## src/hw/rtl/riprel_pkg.sv

```systemverilog
// ----------------------------------------------------------------------------
// riprel_pkg
// types and constants shared by the rip-relative reference scanner
// ----------------------------------------------------------------------------
package riprel_pkg;

  localparam int unsigned AddrWidth   = 64;
  localparam int unsigned CountWidth  = 32;
  localparam int unsigned ImmWidth    = 3;
  localparam int unsigned WindowBytes = 5;

  localparam logic [7:0] ModrmMask   = 8'hC7;
  localparam logic [7:0] ModrmRiprel = 8'h05;

  // configuration register indexes
  typedef enum logic [1:0] {
    REG_SECTION_ADDRESS     = 2'd0,
    REG_SECTION_FILE_OFFSET = 2'd1,
    REG_TARGET_ADDRESS      = 2'd2
  } cfg_reg_e;

  typedef struct packed {
    logic [7:0] code_byte;
    logic       last_byte;
  } in_item_t;

  typedef struct packed {
    logic [AddrWidth-1:0]  ref_address;
    logic [AddrWidth-1:0]  ref_file_offset;
    logic [ImmWidth-1:0]   imm_length;
    logic [CountWidth-1:0] match_count;
  } out_item_t;

  // verdict of the displacement check
  typedef struct packed {
    logic                hit;
    logic [ImmWidth-1:0] imm_length;
  } match_t;

endpackage

```

## src/hw/rtl/riprel_match.sv

```systemverilog
// ----------------------------------------------------------------------------
// riprel_match
// resolves a disp32 against the target and tests the immediate lengths
// ----------------------------------------------------------------------------
module riprel_match (
  input  logic                            cand_i,
  input  logic [riprel_pkg::AddrWidth-1:0] target_i,
  input  logic [riprel_pkg::AddrWidth-1:0] at_i,
  input  logic [31:0]                     disp_i,
  output riprel_pkg::match_t              match_o
);
  import riprel_pkg::*;

  logic [AddrWidth-1:0] disp_ext;
  logic [AddrWidth-1:0] diff;
  logic                 len_ok;

  // target - (at + 4 + disp) must be one of the immediate lengths
  assign disp_ext = {{(AddrWidth-32){disp_i[31]}}, disp_i};
  assign diff     = target_i - at_i - disp_ext - AddrWidth'(4);

  always_comb begin
    case (diff[2:0])
      3'd0, 3'd1, 3'd2, 3'd4: len_ok = 1'b1;
      default:                len_ok = 1'b0;
    endcase
  end

  assign match_o.hit        = cand_i && (diff[AddrWidth-1:3] == '0) && len_ok;
  assign match_o.imm_length = diff[ImmWidth-1:0];

endmodule

```

## src/hw/rtl/rip_relative_reference_scanner.sv

```systemverilog
// ----------------------------------------------------------------------------
// rip_relative_reference_scanner
// scans a code byte stream for rip-relative operands that reach a target
// ----------------------------------------------------------------------------
// usage:
//   input channel (in_valid_i / in_ready_o) takes one section byte per
//   transfer, last_byte marking the end of the section. output channel
//   (out_valid_o / out_ready_i) gives one transfer per match found.
//   the user must make configuration writes (cfg_we_i, cfg_idx_i, cfg_wdata_i)
//   only while the block is idle, which it does not enforce; index 3 is ignored.
// path: the byte that completes the disp32 lands in the input register at
//   its transfer edge, then moves on into the result register, which drives
//   out_valid_o, once that register has room for it.
// throughput: one byte per cycle while the receiver keeps out_ready_i high.
//   the check is one pass of 64-bit adds and compares in riprel_match.
// stall: a held result blocks the input register only when the next byte
//   must advance; in_ready_o stays high while the input register is free.
// reset: window, position and match count clear; the three address
//   registers go to zero. the same clearing of the section state follows
//   every byte marked last_byte.
// ----------------------------------------------------------------------------
module rip_relative_reference_scanner #(
  parameter int unsigned POSITION_BITS = 32
) (
  input  logic                             clk_i,
  input  logic                             rst_ni,
  // byte input
  input  logic                             in_valid_i,
  output logic                             in_ready_o,
  input  riprel_pkg::in_item_t             in_item_i,
  // match output
  output logic                             out_valid_o,
  input  logic                             out_ready_i,
  output riprel_pkg::out_item_t            out_item_o,
  // configuration writes
  input  logic                             cfg_we_i,
  input  logic [1:0]                       cfg_idx_i,
  input  logic [riprel_pkg::AddrWidth-1:0] cfg_wdata_i
);
  import riprel_pkg::*;

  // configuration registers
  logic [AddrWidth-1:0] sec_addr_q, sec_offs_q, target_q;

  // section state: last four bytes, saturating position, match count
  logic [7:0]               win_q [4];
  logic [7:0]               win_d [4];
  logic [POSITION_BITS-1:0] pos_q, pos_d;
  logic [CountWidth-1:0]    count_q, count_d;

  // input register stage
  logic                 s1_valid_q, s1_valid_d;
  logic                 s1_cand_q;
  logic [31:0]          s1_disp_q;
  logic [AddrWidth-1:0] s1_at_q;
  logic [AddrWidth-1:0] s1_offs_q;
  logic                 s1_last_q;

  // result register
  logic      out_valid_q, out_valid_d;
  out_item_t out_item_q;

  logic                     in_fire;
  logic                     out_space;
  logic                     s1_go;
  logic [POSITION_BITS-1:0] cand_pos;
  logic [AddrWidth-1:0]     cand_pos_ext;
  logic                     cand;
  match_t                   match;
  logic [CountWidth-1:0]    count_inc;

  // handshakes: the input register drains whenever the result register has room
  assign out_space  = !out_valid_q || out_ready_i;
  assign s1_go      = s1_valid_q && out_space;
  assign in_ready_o = !s1_valid_q || out_space;
  assign in_fire    = in_valid_i && in_ready_o;

  // the candidate modrm sits at position pos_q - 4 (oldest byte of the window)
  assign cand_pos     = pos_q - POSITION_BITS'(WindowBytes - 1);
  assign cand_pos_ext = AddrWidth'(cand_pos);
  assign cand         = (pos_q >= POSITION_BITS'(WindowBytes - 1)) &&
                        ((win_q[0] & ModrmMask) == ModrmRiprel);

  // window shift and position count, cleared after the last byte
  always_comb begin
    win_d[0] = win_q[1];
    win_d[1] = win_q[2];
    win_d[2] = win_q[3];
    win_d[3] = in_item_i.code_byte;
    pos_d    = (pos_q != '1) ? pos_q + POSITION_BITS'(1) : pos_q;
    if (in_item_i.last_byte) begin
      win_d[0] = '0;
      win_d[1] = '0;
      win_d[2] = '0;
      win_d[3] = '0;
      pos_d    = '0;
    end
  end

  always_comb begin
    s1_valid_d = s1_valid_q;
    if (in_fire) begin
      s1_valid_d = 1'b1;
    end else if (s1_go) begin
      s1_valid_d = 1'b0;
    end
  end

  riprel_match u_match (
    .cand_i   (s1_cand_q),
    .target_i (target_q),
    .at_i     (s1_at_q),
    .disp_i   (s1_disp_q),
    .match_o  (match)
  );

  // match count saturates; it restarts after the section's last byte
  assign count_inc = (count_q != '1) ? count_q + CountWidth'(1) : count_q;

  always_comb begin
    count_d = count_q;
    if (s1_go) begin
      if (s1_last_q) begin
        count_d = '0;
      end else if (match.hit) begin
        count_d = count_inc;
      end
    end
  end

  assign out_valid_d = out_space ? (s1_valid_q && match.hit) : out_valid_q;

  // configuration registers
  always_ff @(posedge clk_i or negedge rst_ni) begin
    if (!rst_ni) begin
      sec_addr_q <= '0;
      sec_offs_q <= '0;
      target_q   <= '0;
    end else if (cfg_we_i) begin
      unique case (cfg_idx_i)
        REG_SECTION_ADDRESS:     sec_addr_q <= cfg_wdata_i;
        REG_SECTION_FILE_OFFSET: sec_offs_q <= cfg_wdata_i;
        REG_TARGET_ADDRESS:      target_q   <= cfg_wdata_i;
        default: ;
      endcase
    end
  end

  // control state
  always_ff @(posedge clk_i or negedge rst_ni) begin
    if (!rst_ni) begin
      win_q[0]    <= '0;
      win_q[1]    <= '0;
      win_q[2]    <= '0;
      win_q[3]    <= '0;
      pos_q       <= '0;
      count_q     <= '0;
      s1_valid_q  <= 1'b0;
      out_valid_q <= 1'b0;
    end else begin
      if (in_fire) begin
        win_q <= win_d;
        pos_q <= pos_d;
      end
      count_q     <= count_d;
      s1_valid_q  <= s1_valid_d;
      out_valid_q <= out_valid_d;
    end
  end

  // input register payload: candidate flag, disp32, field addresses and last flag
  always_ff @(posedge clk_i) begin
    if (in_fire) begin
      s1_cand_q <= cand;
      s1_disp_q <= {in_item_i.code_byte, win_q[3], win_q[2], win_q[1]};
      s1_at_q   <= sec_addr_q + cand_pos_ext + AddrWidth'(1);
      s1_offs_q <= sec_offs_q + cand_pos_ext + AddrWidth'(1);
      s1_last_q <= in_item_i.last_byte;
    end
  end

  // result register payload
  always_ff @(posedge clk_i) begin
    if (s1_go && match.hit) begin
      out_item_q.ref_address     <= s1_at_q;
      out_item_q.ref_file_offset <= s1_offs_q;
      out_item_q.imm_length      <= match.imm_length;
      out_item_q.match_count     <= count_inc;
    end
  end

  assign out_valid_o = out_valid_q;
  assign out_item_o  = out_item_q;

endmodule

```

## config.mk

```make
export PLATFORM = sky130hd
export DESIGN_NAME = rip_relative_reference_scanner
export DESIGN_NICKNAME = d
export VERILOG_FILES = /design/src/hw/rtl/riprel_pkg.sv /design/src/hw/rtl/riprel_match.sv /design/src/hw/rtl/rip_relative_reference_scanner.sv
export SDC_FILE = /design/constraint.sdc
export NUM_CORES = 1
export LEC_CHECK = 0
export BUFFER_PORTS_ARGS = -buffer_cell sky130_fd_sc_hd__buf_2
export CAP_MARGIN = 30
export CORE_UTILIZATION = 55
export CTS_CLUSTER_SIZE = 28
export DETAILED_ROUTE_END_ITERATION = 12
export PLACE_DENSITY = 0.84
export REMOVE_ABC_BUFFERS = 1
export SLEW_MARGIN = 20
export SYNTH_ARGS = -nofsm -noshare
export SYNTH_HDL_FRONTEND = slang
export SYNTH_SLANG_ARGS = --single-unit
```

## constraint.sdc

```tcl
create_clock -name clk_i -period 15.9 [get_ports clk_i]
set_input_delay 3.18 -clock clk_i [delete_from_list [all_inputs] [get_ports clk_i]]
set_output_delay 3.18 -clock clk_i [all_outputs]
set_load 0.01 [all_outputs]
```

==> flow_summary_export.csv <==
group,metric,value,unit
clock_network,cts_tree,"built",
drt,firstDrtPassIters,5,
global_route,grt_util_all_layers,0.276,
pwr,pwr-share-clk,0.216,
synth,synth_cell_types,88,
pwr,p_sw_frac,0.422,
placement,dp_worst_setup_slack,8790,ps
pwr,peakVddDrop,0.110,mV
global_route,antenna_found_initial,2,
worst_setup_path,slowest_delay,320,ps
clock_network,cts.clk_slew.worst_paths,60,ps
worst_setup_path,slowest_stage,"nor2b_1",
timing,fin_ws,8780,ps
worst_setup_path,worstPathRequired,12720,ps
cells_and_area,final_nets,3606,
timing,fin_crit,7120,ps
worst_setup_path,rr_worst_depth,16,
pwr,p_per_area,183,nW/um^2
global_route,grt_max_degree,166,
timing,rsz0062_at_grt,"no",
clock_network,root_buffer,"clkbuf_16",
global_route,grt_pass1_wl,137000,um
clock_network,post_cts_buffers,0,
synth,syn_area,34100,um^2
synth,yosys_warnings,0,
hold_path,holdCritStartpoint,"s1_offs_q[34]",
floorplan,rows,90,
floorplan,core,60800,um^2
floorplan,die-area,63000,um^2
drt,detail_route.iter0.violations,2028,
drt,drc,0,
worst_setup_path,cp_common_cell,"buf_2",
placement,globalplace.congestion,0.970,
worst_setup_path,worstPathArrival,3940,ps
worst_setup_path,r2r_end,"out_item_o[46]",
drt,wl_per_cell,21.1,um
synth,synthTopCellsByArea,"edfxtp_1 29%, dfrtp_1 21%, ha_1 7.1%",
flow_run,cap_violations,0,
timing,clock_skew,29.0,ps
worst_setup_path,worstSetupPathType,"in -> out",
floorplan,num_io_pins,245,
floorplan,die_y,251,um
pwr,pwr-share-comb,0.487,
synth,synth.top_cell.area_share,0.286,
global_route,grt.overflow.total,0,
worst_setup_path,endpoint_kind,"output pin",
clock_network,ctsHoldBuffers,0,
hold_path,hold_depth,0,
synth,syn-instance-count,3048,
worst_setup_path,rrSetupSlack,9300,ps
synth,synth_edf_count,325,
timing,fmax,140,MHz
clock_network,numCtsBuffers,61,
clock_network,clkSinkCount,612,
placement,dpl.hpwl,64200,um
clock_network,cts_buffer_depth,3,
cells_and_area,antennaDiodeCount,0,
worst_setup_path,crit_path_max_fanout,3,
synth,syn_area_per_cell,11.2,um^2
timing,slew_headroom,0.265,
hold_path,whs_endpoint,"out_item_o[69]",
hold_path,min_path_type,"reg -> reg",
synth,synth_ff_type,"edfxtp_1",
pwr,intPower,4.05,mW
worst_setup_path,r2r-start,"s1_disp_q[31]",
pwr,p_leak,15.7,nW
worst_setup_path,startpoint_type,"primary input",
drt,drt_wl_total,86500,um
floorplan,die_w,251,um
synth,yosys-top-cells-count,"325 x edfxtp_1, 287 x dfrtp_1, 281 x nand2_1",
synth,synth_top_cell_by_area,"edfxtp_1",
global_route,grt_pass1_vias,24700,
status,status,"completed",
timing,drv_slew,0,
placement,port_buffers,244,
synth,yosysSeqAreaShare,0.496,
timing,setup_viol,0,
clock_network,cts-resized-gates,0,
clock_network,clk_latency,640,ps
floorplan,start_util,0.561,
clock_network,cts_htree_levels,2,
timing,hold_violations,0,
pwr,p_switching,2.96,mW
drt,via_per_inst,6.04,
drt,ant_nets,0,
worst_setup_path,cp_cell_sequence,"buf_2 > nor2b_1 > nand2_1 > buf_2",
timing,tns,0,ps
drt,vias,24800,
synth,synthArstFlopShare,0.469,
synth,yosysMostFrequentCell,"edfxtp_1",
cells_and_area,layout-drive-gt1-share,0.180,
pwr,p_seq_frac,0.297,
timing,tightestPinTransition,1100,ps
cells_and_area,fin_util,0.630,
synth,ys_ff_latch,612,
cells_and_area,area_delta_synth_final,12.2,%
timing,min_period_over_period,0.448,
## layout make-up
cell class	instances	area, um^2
fill	4649	22500
sequential	612	16900
multi-input combinational	2133	16000
clock buffer	82	1730
timing repair buffer	267	1490
tap	782	978
inverter	192	726
clock inverter	34	402
## cells in the final DEF, fill, tap and decap left out, types with 11 or more instances in the layout
master / netlist / routed
a21o_1: 49 / 49
a21oi_1: 148 / 148
a22o_1: 18 / 18
a31oi_1: 16 / 16
and2_1: 14 / 14
and3_1: 37 / 37
and4_1: 17 / 17
buf_2: 29 / 243
buf_4: 2 / 15
clkbuf_1: 77 / 12
clkbuf_16: 0 / 64
dfrtp_1: 287 / 287
edfxtp_1: 325 / 325
fa_1: 66 / 66
ha_1: 193 / 193
inv_1: 192 / 191
mux2_2: 193 / 193
nand2_1: 281 / 280
nand2b_1: 27 / 27
nand3_1: 72 / 72
nand3b_1: 11 / 11
nand4_1: 65 / 65
nor2_1: 191 / 190
nor2b_1: 22 / 22
nor3_1: 47 / 47
nor3b_1: 12 / 11
nor4_1: 20 / 20
nor4b_1: 11 / 11
o211ai_1: 21 / 21
o21a_1: 27 / 27
o21ai_0: 133 / 133
o21ai_1: 15 / 14
o21bai_1: 14 / 14
or3_1: 25 / 25
or4_1: 12 / 12
xnor2_1: 126 / 126
xor2_1: 97 / 97
## power groups by stage
stage	clock network [mW]	logic, mW	registers (mW)
final	1.52	3.41	2.08
after global routing	1.60	3.74	2.10
after CTS	1.53	3.35	2.08
after detailed placement	0	3.32	2.11
after global placement	0	3.30	2.09
after floorplan	0	2.39	2.04
## kinds of logic after synthesis
group                      synth area share
muxes                                0.0660
DFF                                   0.496
buffers and inverters                0.0351
adders and majority gates             0.109
xor gates and xnor gates             0.0572
and+or+nand+nor                       0.132
AOI/OAI and AO/OA                     0.103
## worst max-delay path, delay by kind of cell
kind | cells | cell delay, ps
buffers and inverters | 2 | 290
AND/OR/NAND/NOR | 2 | 480
## registers in the layout (all words and copies together), names as in the netlist
name         cells
pos_q           32
s1_cand_q        1
sec_offs_q      64
s1_at_q         64
s1_valid_q       1
out_item_o     163
sec_addr_q      64
win_q           29
out_valid_o      1
target_q        64
count_q         32
s1_disp_q       32
s1_offs_q       64
s1_last_q        1
## layer usage
layer / routed length [um] / share of wire / vias up / GRT usage
li1: - / - / 11400 / -
met1: 36900 / 0.43 / 12300 / 0.373
met2: 42700 / 0.49 / 883 / 0.472
met3: 4860 / 0.056 / 135 / 0.0333
met4: 1990 / 0.023 / 2 / 0.0735
met5: 16 / 0.00019 / - / 0
## per-stage QoR
stage               power (mW)  hold slack, ps  instance area, um^2  std cells
CTS                       6.97             419                38200       4097
global route              7.43             419                38300       4102
global placement          5.39             400                36000       3979
detailed placement        5.43             405                36100       3981
finish                    7.01             418                38300       4102
floorplan                 4.43             400                33600       2937
## how the worst max path moves through the flow
stage,startpoint,endpoint
after floorplan,out_ready_i,count_q[23]
after global placement,out_ready_i,in_ready_o
after detailed placement,out_ready_i,in_ready_o
after CTS,out_ready_i,in_ready_o
after global routing,out_ready_i,in_ready_o
final,out_ready_i,in_ready_o
Note: power is estimated with default switching activity, not from simulation.
